**src/sv/u8l9_pkg.sv**
```systemverilog
// Shared types, constants and the Latin-9 map for the UTF-8 to Latin-9 decoder.
`default_nettype none

package u8l9_pkg;

    localparam int BYTE_W  = 8;
    localparam int ACCUM_W = 31;
    localparam int PEND_W  = 3;
    localparam int OCNT_W  = 16;

    localparam logic [OCNT_W-1:0] OCNT_MAX = 16'hFFFF;

    // Latin-9 code points outside the first 256 and their bytes
    localparam logic [ACCUM_W-1:0] CP_OE_CAP    = 31'h0152;
    localparam logic [ACCUM_W-1:0] CP_OE_SMALL  = 31'h0153;
    localparam logic [ACCUM_W-1:0] CP_S_CARON_C = 31'h0160;
    localparam logic [ACCUM_W-1:0] CP_S_CARON_S = 31'h0161;
    localparam logic [ACCUM_W-1:0] CP_Y_DIAER_C = 31'h0178;
    localparam logic [ACCUM_W-1:0] CP_Z_CARON_C = 31'h017D;
    localparam logic [ACCUM_W-1:0] CP_Z_CARON_S = 31'h017E;
    localparam logic [ACCUM_W-1:0] CP_EURO      = 31'h20AC;

    localparam logic [BYTE_W-1:0] L9_OE_CAP    = 8'hBC;
    localparam logic [BYTE_W-1:0] L9_OE_SMALL  = 8'hBD;
    localparam logic [BYTE_W-1:0] L9_S_CARON_C = 8'hA6;
    localparam logic [BYTE_W-1:0] L9_S_CARON_S = 8'hA8;
    localparam logic [BYTE_W-1:0] L9_Y_DIAER_C = 8'hBE;
    localparam logic [BYTE_W-1:0] L9_Z_CARON_C = 8'hB4;
    localparam logic [BYTE_W-1:0] L9_Z_CARON_S = 8'hB8;
    localparam logic [BYTE_W-1:0] L9_EURO      = 8'hA4;

    typedef struct packed {
        logic [PEND_W-1:0]  pending;
        logic [ACCUM_W-1:0] accum;
        logic               seq_ok;
    } dec_state_t;

    localparam dec_state_t DEC_STATE_RESET = '{pending: '0, accum: '0, seq_ok: 1'b1};

    typedef struct packed {
        logic [BYTE_W-1:0] latin_byte;
        logic              is_end;
        logic [OCNT_W-1:0] out_count;
    } result_t;

    typedef struct packed {
        logic              hit;
        logic [BYTE_W-1:0] byte_val;
    } map_t;

    function automatic map_t map_latin9(input logic [ACCUM_W-1:0] cp);
        map_t m;
        m.hit      = 1'b1;
        m.byte_val = cp[BYTE_W-1:0];
        if (cp[ACCUM_W-1:BYTE_W] != '0) begin
            unique case (cp)
                CP_OE_CAP:    m.byte_val = L9_OE_CAP;
                CP_OE_SMALL:  m.byte_val = L9_OE_SMALL;
                CP_S_CARON_C: m.byte_val = L9_S_CARON_C;
                CP_S_CARON_S: m.byte_val = L9_S_CARON_S;
                CP_Y_DIAER_C: m.byte_val = L9_Y_DIAER_C;
                CP_Z_CARON_C: m.byte_val = L9_Z_CARON_C;
                CP_Z_CARON_S: m.byte_val = L9_Z_CARON_S;
                CP_EURO:      m.byte_val = L9_EURO;
                default: begin
                    m.hit      = 1'b0;
                    m.byte_val = '0;
                end
            endcase
        end
        return m;
    endfunction

endpackage

`default_nettype wire

```
**src/sv/u8l9_step.sv**
```systemverilog
// Per-byte decode step: next sequence state, output count and the results of one item.
`default_nettype none

module u8l9_step import u8l9_pkg::*; #(
    parameter int COUNT_WIDTH = 16
) (
    input  wire logic [BYTE_W-1:0]      data_byte,
    input  wire logic                   last,
    input  wire logic                   no_data,
    input  wire dec_state_t             st,
    input  wire logic [COUNT_WIDTH-1:0] count,
    output dec_state_t                  st_next,
    output logic [COUNT_WIDTH-1:0]      count_next,
    output logic                        emit_data,
    output logic                        emit_end,
    output result_t                     data_res,
    output result_t                     end_res
);

    localparam int EXT_W = 33;

    logic [BYTE_W-1:0]      data_val;
    logic [ACCUM_W-1:0]     acc_shift;
    logic                   cont_ok;
    logic [PEND_W-1:0]      pend_dec;
    map_t                   mapped;
    logic [COUNT_WIDTH-1:0] count_after;
    logic [EXT_W-1:0]       count_ext;

    assign acc_shift = {st.accum[ACCUM_W-7:0], data_byte[5:0]};
    assign cont_ok   = st.seq_ok & (data_byte[7:6] == 2'b10);
    assign pend_dec  = st.pending - PEND_W'(1);
    assign mapped    = map_latin9(acc_shift);

    always_comb begin
        st_next   = st;
        emit_data = 1'b0;
        data_val  = data_byte;
        if (!no_data) begin
            if (st.pending != '0) begin
                st_next.pending = pend_dec;
                st_next.accum   = acc_shift;
                st_next.seq_ok  = cont_ok;
                if (pend_dec == '0) begin
                    emit_data = cont_ok & mapped.hit;
                    data_val  = mapped.byte_val;
                    st_next   = DEC_STATE_RESET;
                end
            end else begin
                // open a sequence on a lead byte; drop stray continuations and FE/FF
                priority if (data_byte[7] == 1'b0) begin
                    emit_data = 1'b1;
                end else if (data_byte[7:6] == 2'b10) begin
                end else if (data_byte[7:5] == 3'b110) begin
                    st_next = '{pending: 3'd1, accum: ACCUM_W'(data_byte[4:0]), seq_ok: 1'b1};
                end else if (data_byte[7:4] == 4'b1110) begin
                    st_next = '{pending: 3'd2, accum: ACCUM_W'(data_byte[3:0]), seq_ok: 1'b1};
                end else if (data_byte[7:3] == 5'b11110) begin
                    st_next = '{pending: 3'd3, accum: ACCUM_W'(data_byte[2:0]), seq_ok: 1'b1};
                end else if (data_byte[7:2] == 6'b111110) begin
                    st_next = '{pending: 3'd4, accum: ACCUM_W'(data_byte[1:0]), seq_ok: 1'b1};
                end else if (data_byte[7:1] == 7'b1111110) begin
                    st_next = '{pending: 3'd5, accum: ACCUM_W'(data_byte[0]), seq_ok: 1'b1};
                end else begin
                end
            end
        end
        if (last) begin
            st_next = DEC_STATE_RESET;
        end
    end

    // saturate at all ones
    assign count_after = (emit_data && (count != '1)) ? count + COUNT_WIDTH'(1) : count;
    assign count_next  = last ? '0 : count_after;
    assign count_ext   = {{(EXT_W-COUNT_WIDTH){1'b0}}, count_after};

    assign emit_end = last;

    assign data_res = '{latin_byte: data_val, is_end: 1'b0, out_count: '0};
    assign end_res  = '{latin_byte: '0, is_end: 1'b1,
                        out_count: (count_ext > EXT_W'(OCNT_MAX)) ? OCNT_MAX
                                                                : count_ext[OCNT_W-1:0]};

endmodule

`default_nettype wire

```
**src/sv/u8l9_resq.sv**
```systemverilog
// Four-entry result queue taking up to two results per cycle and giving one.
`default_nettype none

module u8l9_resq import u8l9_pkg::*; (
    input  wire logic    aclk,
    input  wire logic    aresetn,
    input  wire logic    push0,
    input  wire logic    push1,
    input  wire result_t wr0,
    input  wire result_t wr1,
    output logic         room2,
    output logic         m_valid,
    input  wire logic    m_ready,
    output result_t      m_res
);

    localparam int DEPTH = 4;
    localparam int PTR_W = $clog2(DEPTH);
    localparam int CNT_W = PTR_W + 1;

    result_t          entry_reg [DEPTH];
    logic [PTR_W-1:0] wr_ptr_reg, wr_ptr_next;
    logic [PTR_W-1:0] rd_ptr_reg, rd_ptr_next;
    logic [CNT_W-1:0] cnt_reg, cnt_next;
    logic             pop;
    logic [CNT_W-1:0] push_n;
    logic [PTR_W-1:0] wr_ptr_p1;

    assign pop       = m_valid & m_ready;
    assign push_n    = CNT_W'(push0) + CNT_W'(push1);
    assign wr_ptr_p1 = wr_ptr_reg + PTR_W'(1);

    assign wr_ptr_next = wr_ptr_reg + push_n[PTR_W-1:0];
    assign rd_ptr_next = rd_ptr_reg + PTR_W'(pop);
    assign cnt_next    = cnt_reg + push_n - CNT_W'(pop);

    assign room2   = (cnt_reg <= CNT_W'(DEPTH - 2));
    assign m_valid = (cnt_reg != '0);
    assign m_res   = entry_reg[rd_ptr_reg];

    always_ff @(posedge aclk) begin
        if (!aresetn) begin
            wr_ptr_reg <= '0;
            rd_ptr_reg <= '0;
            cnt_reg    <= '0;
        end else begin
            wr_ptr_reg <= wr_ptr_next;
            rd_ptr_reg <= rd_ptr_next;
            cnt_reg    <= cnt_next;
        end
    end

    always_ff @(posedge aclk) begin
        if (push0) begin
            entry_reg[wr_ptr_reg] <= wr0;
        end
        if (push0 && push1) begin
            entry_reg[wr_ptr_p1] <= wr1;
        end
    end

endmodule

`default_nettype wire

```
**src/sv/utf8_to_latin9_decoder.sv**
```systemverilog
// UTF-8 to ISO-8859-15 stream decoder top level.
// Path: an input transaction passes the input register, then the four-entry result queue.
// Throughput: one byte per cycle while the queue has room for two; an item ending the text
// with a decoded byte yields two results, which drain one per cycle while m_ready is high.
// Reset: synchronous active-low aresetn clears sequence state, the byte count and queue.
`default_nettype none

module utf8_to_latin9_decoder import u8l9_pkg::*; #(
    parameter int COUNT_WIDTH = 16
) (
    input  wire logic              aclk,
    input  wire logic              aresetn,
    input  wire logic              s_valid,
    output logic                   s_ready,
    input  wire logic [BYTE_W-1:0] s_data_byte,
    input  wire logic              s_last,
    input  wire logic              s_no_data,
    output logic                   m_valid,
    input  wire logic              m_ready,
    output logic [BYTE_W-1:0]      m_latin_byte,
    output logic                   m_is_end,
    output logic [OCNT_W-1:0]      m_out_count
);

    logic                   in_valid_reg;
    logic [BYTE_W-1:0]      in_byte_reg;
    logic                   in_last_reg;
    logic                   in_nodata_reg;

    dec_state_t             st_reg, st_next;
    logic [COUNT_WIDTH-1:0] count_reg, count_next;

    logic    emit_data, emit_end;
    result_t data_res, end_res;
    logic    room2, advance;
    result_t m_res;

    assign advance = in_valid_reg & room2;
    assign s_ready = ~in_valid_reg | advance;

    always_ff @(posedge aclk) begin
        if (!aresetn) begin
            in_valid_reg <= 1'b0;
            st_reg       <= DEC_STATE_RESET;
            count_reg    <= '0;
        end else begin
            if (s_ready) begin
                in_valid_reg <= s_valid;
            end
            if (advance) begin
                st_reg    <= st_next;
                count_reg <= count_next;
            end
        end
    end

    always_ff @(posedge aclk) begin
        if (s_valid && s_ready) begin
            in_byte_reg   <= s_data_byte;
            in_last_reg   <= s_last;
            in_nodata_reg <= s_no_data;
        end
    end

    u8l9_step #(
        .COUNT_WIDTH(COUNT_WIDTH)
    ) u_step (
        .data_byte (in_byte_reg),
        .last      (in_last_reg),
        .no_data   (in_nodata_reg),
        .st        (st_reg),
        .count     (count_reg),
        .st_next   (st_next),
        .count_next(count_next),
        .emit_data (emit_data),
        .emit_end  (emit_end),
        .data_res  (data_res),
        .end_res   (end_res)
    );

    // data result goes ahead of the terminator
    u8l9_resq u_resq (
        .aclk   (aclk),
        .aresetn(aresetn),
        .push0  (advance & (emit_data | emit_end)),
        .push1  (advance & emit_data & emit_end),
        .wr0    (emit_data ? data_res : end_res),
        .wr1    (end_res),
        .room2  (room2),
        .m_valid(m_valid),
        .m_ready(m_ready),
        .m_res  (m_res)
    );

    assign m_latin_byte = m_res.latin_byte;
    assign m_is_end     = m_res.is_end;
    assign m_out_count  = m_res.out_count;

endmodule

`default_nettype wire
```
**config.mk**
```make
export PLATFORM = sky130hd
export DESIGN_NAME = utf8_to_latin9_decoder
export DESIGN_NICKNAME = d
export VERILOG_FILES = /design/src/sv/u8l9_pkg.sv /design/src/sv/u8l9_step.sv /design/src/sv/u8l9_resq.sv /design/src/sv/utf8_to_latin9_decoder.sv
export SDC_FILE = /design/constraint.sdc
export NUM_CORES = 1
export LEC_CHECK = 0
export ABC_AREA = 1
export BUFFER_PORTS_ARGS = -buffer_cell sky130_fd_sc_hd__clkbuf_2
export CAP_MARGIN = 20
export CORE_MARGIN = 5
export CORE_UTILIZATION = 65
export CTS_CLUSTER_DIAMETER = 120
export CTS_CLUSTER_SIZE = 30
export DETAILED_ROUTE_END_ITERATION = 6
export HOLD_SLACK_MARGIN = 0.15
export PLACE_DENSITY_LB_ADDON = 0.05
export SYNTH_ARGS = -nofsm -noshare
export SYNTH_HDL_FRONTEND = slang
export SYNTH_SLANG_ARGS = --single-unit
```
**constraint.sdc**
```tcl
create_clock -name aclk -period 8.6 [get_ports aclk]
set_clock_uncertainty 0.05 [all_clocks]
set_input_delay 1.29 -clock aclk [delete_from_list [all_inputs] [get_ports aclk]]
set_output_delay 1.29 -clock aclk [all_outputs]
set_load 0.01 [all_outputs]
```
* Yosys cells after proc, flatten, opt, wreduce, memory -nomap -nowiden
Memory sizes are Yosys's and may differ from the RTL's. A register that Yosys moved wholly into a read port is not among the register bits.
Index checks and enable logic that the tools add are counted.
** Word-level totals
- Word-level logic and storage cells :: 90
- Output and inout bits :: 27
- Bits of input ports :: 14
- Memory bits (writable) :: 100
- Register bits :: 63
- Memories kept :: 1
** Memories
- u_resq.entry_reg :: words 4, width 25, read ports 1, clocked after memory_dff 1, wr ports 2, RTL line u8l9_resq.sv:21 : result_t entry_reg [DEPTH];
** Operators by class
- Order comparisons :: 2
- Reduce and logical (&&, ||, !) cells :: 11
- Multiplexer cells :: 30
- Add/subtract/negate cells :: 8
- Equality and inequality tests :: 17
- Bitwise operators :: 10
** Operators with widths (count)
- 35-bit 2-to-1 mux :: 11
- 31-bit by 9-bit equality test with 1-bit output (second input constant) :: 7
- 8-bit case mux with 8 select lines :: 1
- 16-bit 2-to-1 mux :: 3
- 31-bit by 14-bit equality test with 1-bit output (second input constant) :: 1
- 25-bit 2-to-1 mux :: 1
- 8-bit 2-to-1 mux :: 3
- 23-bit nonzero test :: 1
- 16-bit by 1-bit adder with 16-bit output (second input constant) :: 1
- 16-bit greater-than comparator (second input constant) :: 1
- 16-bit inequality test (second input constant) :: 1
- 1-bit 2-to-1 mux :: 9
- 9-bit 2-to-1 mux :: 1
- 3-bit nonzero test :: 3
- 8-bit OR reduction :: 1
- 1-bit bitwise AND :: 7
- 7-bit equality test (second input constant) :: 1
- 7-bit nonzero test :: 1
- 6-bit equality test (second input constant) :: 1
- 5-bit equality test (second input constant) :: 1
- 5-bit AND reduction :: 1
- 4-bit equality test (second input constant) :: 1
- 3-bit adder :: 1
- 3-bit equality test (second input constant) :: 1
- other kinds (15) :: 18

* Logic depth before layout (Yosys ltp)
- Word-level depth :: 13
- Gate-level depth with buffers :: 20
- Gate-level depth less buffers :: 19

* By module
Synthesis repeated with hierarchy kept, for this count alone.
** Unflattened totals
- Cells, all modules :: 1457
- Area total of the unflattened synthesis :: 10373.7 um^2
** By module, submodules not included
- u8l9_resq :: cells an instance 601, instances 1, area an instance 5411.4 um^2, seq. area each 3143.0 um^2
- utf8_to_latin9_decoder :: cells an instance 422, instances 1, area an instance 2741.4 um^2, seq. area each 1341.3 um^2
- u8l9_step :: cells an instance 434, instances 1, area an instance 2220.9 um^2, seq. area each 0.0 um^2

* Worst setup path before layout
No wires, ideal clock.
- Path kind :: register to register
- From :: register in_byte_reg[1]
- To :: memory u_resq.entry_reg[0][0] (netlist name), enable pin
- Path buffers :: 1
- Stages on the path, launching flop included :: 18
- Setup time :: 372 ps
- Setup slack :: 5234 ps
- Required time :: 8178 ps
- Arrival :: 2944 ps
- Clock period less this slack :: 3366 ps
- Cell sequence :: edfxtp_1 > nor2_1 > nand2_1 > nor2_1 > nand2_1 > nor2_1 > nor2_1 > nand4_1 > nand2_2 > nand2_4 > nand3_4 > nand2_8 > buf_4 > ha_1 > inv_1 > nor2_1 > clkinv_1 > nand2_1
** RTL lines
- start: declaration :: RTL line utf8_to_latin9_decoder.sv:26 : logic [BYTE_W-1:0] in_byte_reg;
- start signal: assignment :: RTL line utf8_to_latin9_decoder.sv:59 : in_byte_reg <= s_data_byte;
- end: declaration :: RTL line u8l9_resq.sv:21

==> run_results.csv <==
group,metric,value,unit
synth,synth_common_cells,"nand2_1 (223), nor2_1 (145), dfxtp_1 (89), o21ai_0 (88), o21ai_1 (75)",
routing,initialDrtViolationCount,892,
finish,area_delta_synth_final,8.58,%
clock_tree,clock_sinks,163,
placement,io_buffers,40,
clock_tree,cts_resized,0,
global_routing,grt_pass1_wl,35000,µm
setup_path,worst_path_most_repeated_cell,"nor2_1",
sta,finalCriticalPeriod,4.54,ns
sta,relSlewSlack,0.423,
sta,worst_slew_pin_slew,0.863,ns
die,die_x,125,µm
setup_path,cp_num_buf_inv,3,
clock_tree,post_cts_buffers,0,
setup_path,cp_cell_sequence,"nor2_1 > nand2_1 > nor2_1 > nand2_1 > nor2_1 > nor2_1 > nand4_1 > nand2_2 > nand2_4 > nand2_1 > nor2_1 > ha_1 > inv_1 > nor2_1 > buf_4 > clkinv_1 > nand2_1",
routing,via_per_inst,5.87,
synth,yosys_warnings,0,
setup_path,cpMaxStageDelayCell,"nand2_1",
power,p_leak,3.62,nW
routing,wirelength,21500,µm
sta,hold_viol,0,
finish,largest_reg_flops,100,
routing,wl_per_cell,16.6,µm
die,row_count,42,
sta,max_freq,220,MHz
setup_path,critical_path.max_stage_delay,0.75,ns
sta,rsz0062_at_grt,"false",
clock_tree,clock_latency,0.43,ns
synth,syn_nets,1120,
synth,post_synth_num_cell_types,45,
clock_tree,tritoncts,"done",
global_routing,grt_pass1_vias,7018,
synth,synth_area_leaders,"edfxtp_1 (26%), dfxtp_1 (21%), nand2_1 (9.7%)",
clock_tree,cts-root-buf,"clkbuf_16",
sta,setup_violations,0,
synth,yosysSeqAreaShare,0.465,
sta,period_share,0.528,
setup_path,critPathKind,"flip-flop to flip-flop",
setup_path,worst_ep_required_time,8.60,ns
setup_path,arrival,4.54,ns
global_routing,grtUsageTotal,0.273,
finish,drive_above_1_share,0.123,
setup_path,end_kind,"flip-flop",
die,initial_core_util,0.656,
finish,nNetsFinal,1130,
hold_path,hp-class,"flip-flop to flip-flop",
global_routing,antenna_found_initial,0,
die,ios,41,
synth,yosysMostFrequentCell,"nand2_1",
clock_tree,cts_max_path_buffers,2,
global_routing,gr-total-overflow,0,
finish,final_cells,1294,
routing,ant_nets,0,
synth,yosysTopAreaCellShare,0.258,
placement,place_congestion,0.934,
status,status,"completed",
die,die_h,125,µm
sta,fin_tns_setup,0,ns
synth,synth_edf_count,74,
synth,synthesis.area,0.00861,mm²
placement,dpl.cell_count,1262,
synth,synthArstFlopShare,0,
power,vdd_drop_max,0.155,mV
setup_path,path_max_fanout,22,
die,die_area,0.0157,mm²
global_routing,grt_max_degree,52,
synth,avgSynthCellArea,7.87,µm²
routing,vias,7592,
synth,synth_top_area_cell,"edfxtp_1",
synth,ys_ff_latch,163,
placement,hpwl,14100,µm
finish,n_fill_cell,1132,
setup_path,crit_family,"simple AND/OR/NAND/NOR gates",
clock_tree,cts.clk_slew.worst_paths,0.07,ns
synth,synth_flop_cell,"dfxtp_1",
routing,first_pass_iters,5,
setup_path,r2r_slack,4.06,ns
setup_path,start_kind,"flip-flop",
synth,syn_inst,1095,
power,powerDensity,250,mW/mm²
routing,route.detailed.drc,0,
job,maxCapViolCount,0,
finish,diodes,0,
clock_tree,cts_buffers,17,
die,core,0.0131,mm²
clock_tree,htreeDepth,4,
clock_tree,hold_buffers,0,
sta,slew_viol_final,0,
==> worst min-delay path: stages, from the launching register on <==
cell and delay (ns):
dfxtp_1 0.32, nand2_1 0.05, nand3_1 0.05
==> layout by cell type (no fill, tap or decap), drive strengths merged <==
| master | n |
|---|---|
| a211o | 1 |
| a211oi | 4 |
| a21boi | 1 |
| a21oi | 60 |
| a31oi | 2 |
| a41oi | 1 |
| buf | 10 |
| bufinv | 1 |
| clkbuf | 60 |
| clkinv | 5 |
| dfxtp | 89 |
| edfxtp | 74 |
| fa | 1 |
| ha | 10 |
| inv | 86 |
| nand2 | 245 |
| nand3 | 67 |
| nand4 | 22 |
| nor2 | 151 |
| nor3 | 7 |
| nor4 | 1 |
| o211ai | 2 |
| o21ai | 171 |
| o22ai | 29 |
| o31ai | 2 |
| o32ai | 1 |
| xnor2 | 4 |
| xor2 | 11 |
==> stage by stage <==
step	power [W]	setup WS (ns)	hold WS (ns)	area [µm²]	util
6_report	0.00234	4.06	0.406	9350	0.712
5_1_grt	0.00246	3.66	0.434	9350	0.712
4_1_cts	0.00234	4.12	0.406	9350	0.712
3_5_place_dp	0.00158	4.19	0.389	8750	0.666
3_3_place_gp	0.00157	4.28	0.387	8750	0.666
2_1_floorplan	0.00140	5.23	0.374	8610	-
==> kinds of logic after synthesis <==
logic type               count (synthesis)  share of synthesized area
AO/OA/AOI/OAI                          274                      0.175
XOR/XNOR                                15                     0.0152
adder cells (fa/ha/maj)                 11                     0.0168
buffers and inverters                  139                     0.0763
flip-flops                             163                      0.465
AND/OR/NAND/NOR                        493                      0.252
==> final cells by class <==
type	instances	area, µm²	area share
flip-flops and latches	163	4000	0.428
inverters	80	300	0.0321
multi-input cells	793	3950	0.423
well taps	176	220	0.0235
repair buffers	50	275	0.0294
clock inverters	12	111	0.0119
clock buffers	20	489	0.0523
==> path summary, 6_finish.rpt <==
| check | start | endpoint | cells after the start |
|---|---|---|---|
| hold / removal | u_resq.entry_reg[1][16]$_SDFFE_PP1P_ | u_resq.entry_reg[1][16]$_SDFFE_PP1P_ | 2 |
| hold reg to reg | u_resq.entry_reg[1][16]$_SDFFE_PP1P_ | u_resq.entry_reg[1][16]$_SDFFE_PP1P_ | 2 |
| setup / recovery | in_byte_reg[1]$_DFFE_PP_ | u_resq.entry_reg[0][7]$_DFFE_PP_ | 17 |
| setup reg to reg | in_byte_reg[1]$_DFFE_PP_ | u_resq.entry_reg[0][7]$_DFFE_PP_ | 17 |
==> report_power, final <==
part / total, W / leakage [nW] / internal, W / switching (W)
logic: 0.000621 / 1.92 / 0.000204 / 0.000418
clock network: 0.000771 / 0.303 / 0.000446 / 0.000326
registers: 0.000946 / 1.40 / 0.000895 / 0.0000513
total: 0.00234 / 3.62 / 0.00154 / 0.000795
==> metal layers <==
metal	wire, µm	vias up	part of all wire	track usage
met4	421	0	0.020	0.0938
met1	9470	3525	0.44	0.370
met5	0	-	0	0
li1	-	3748	-	-
met2	10200	281	0.47	0.451
met3	1440	38	0.067	0.0414
Power figures use the tool's default switching activity.
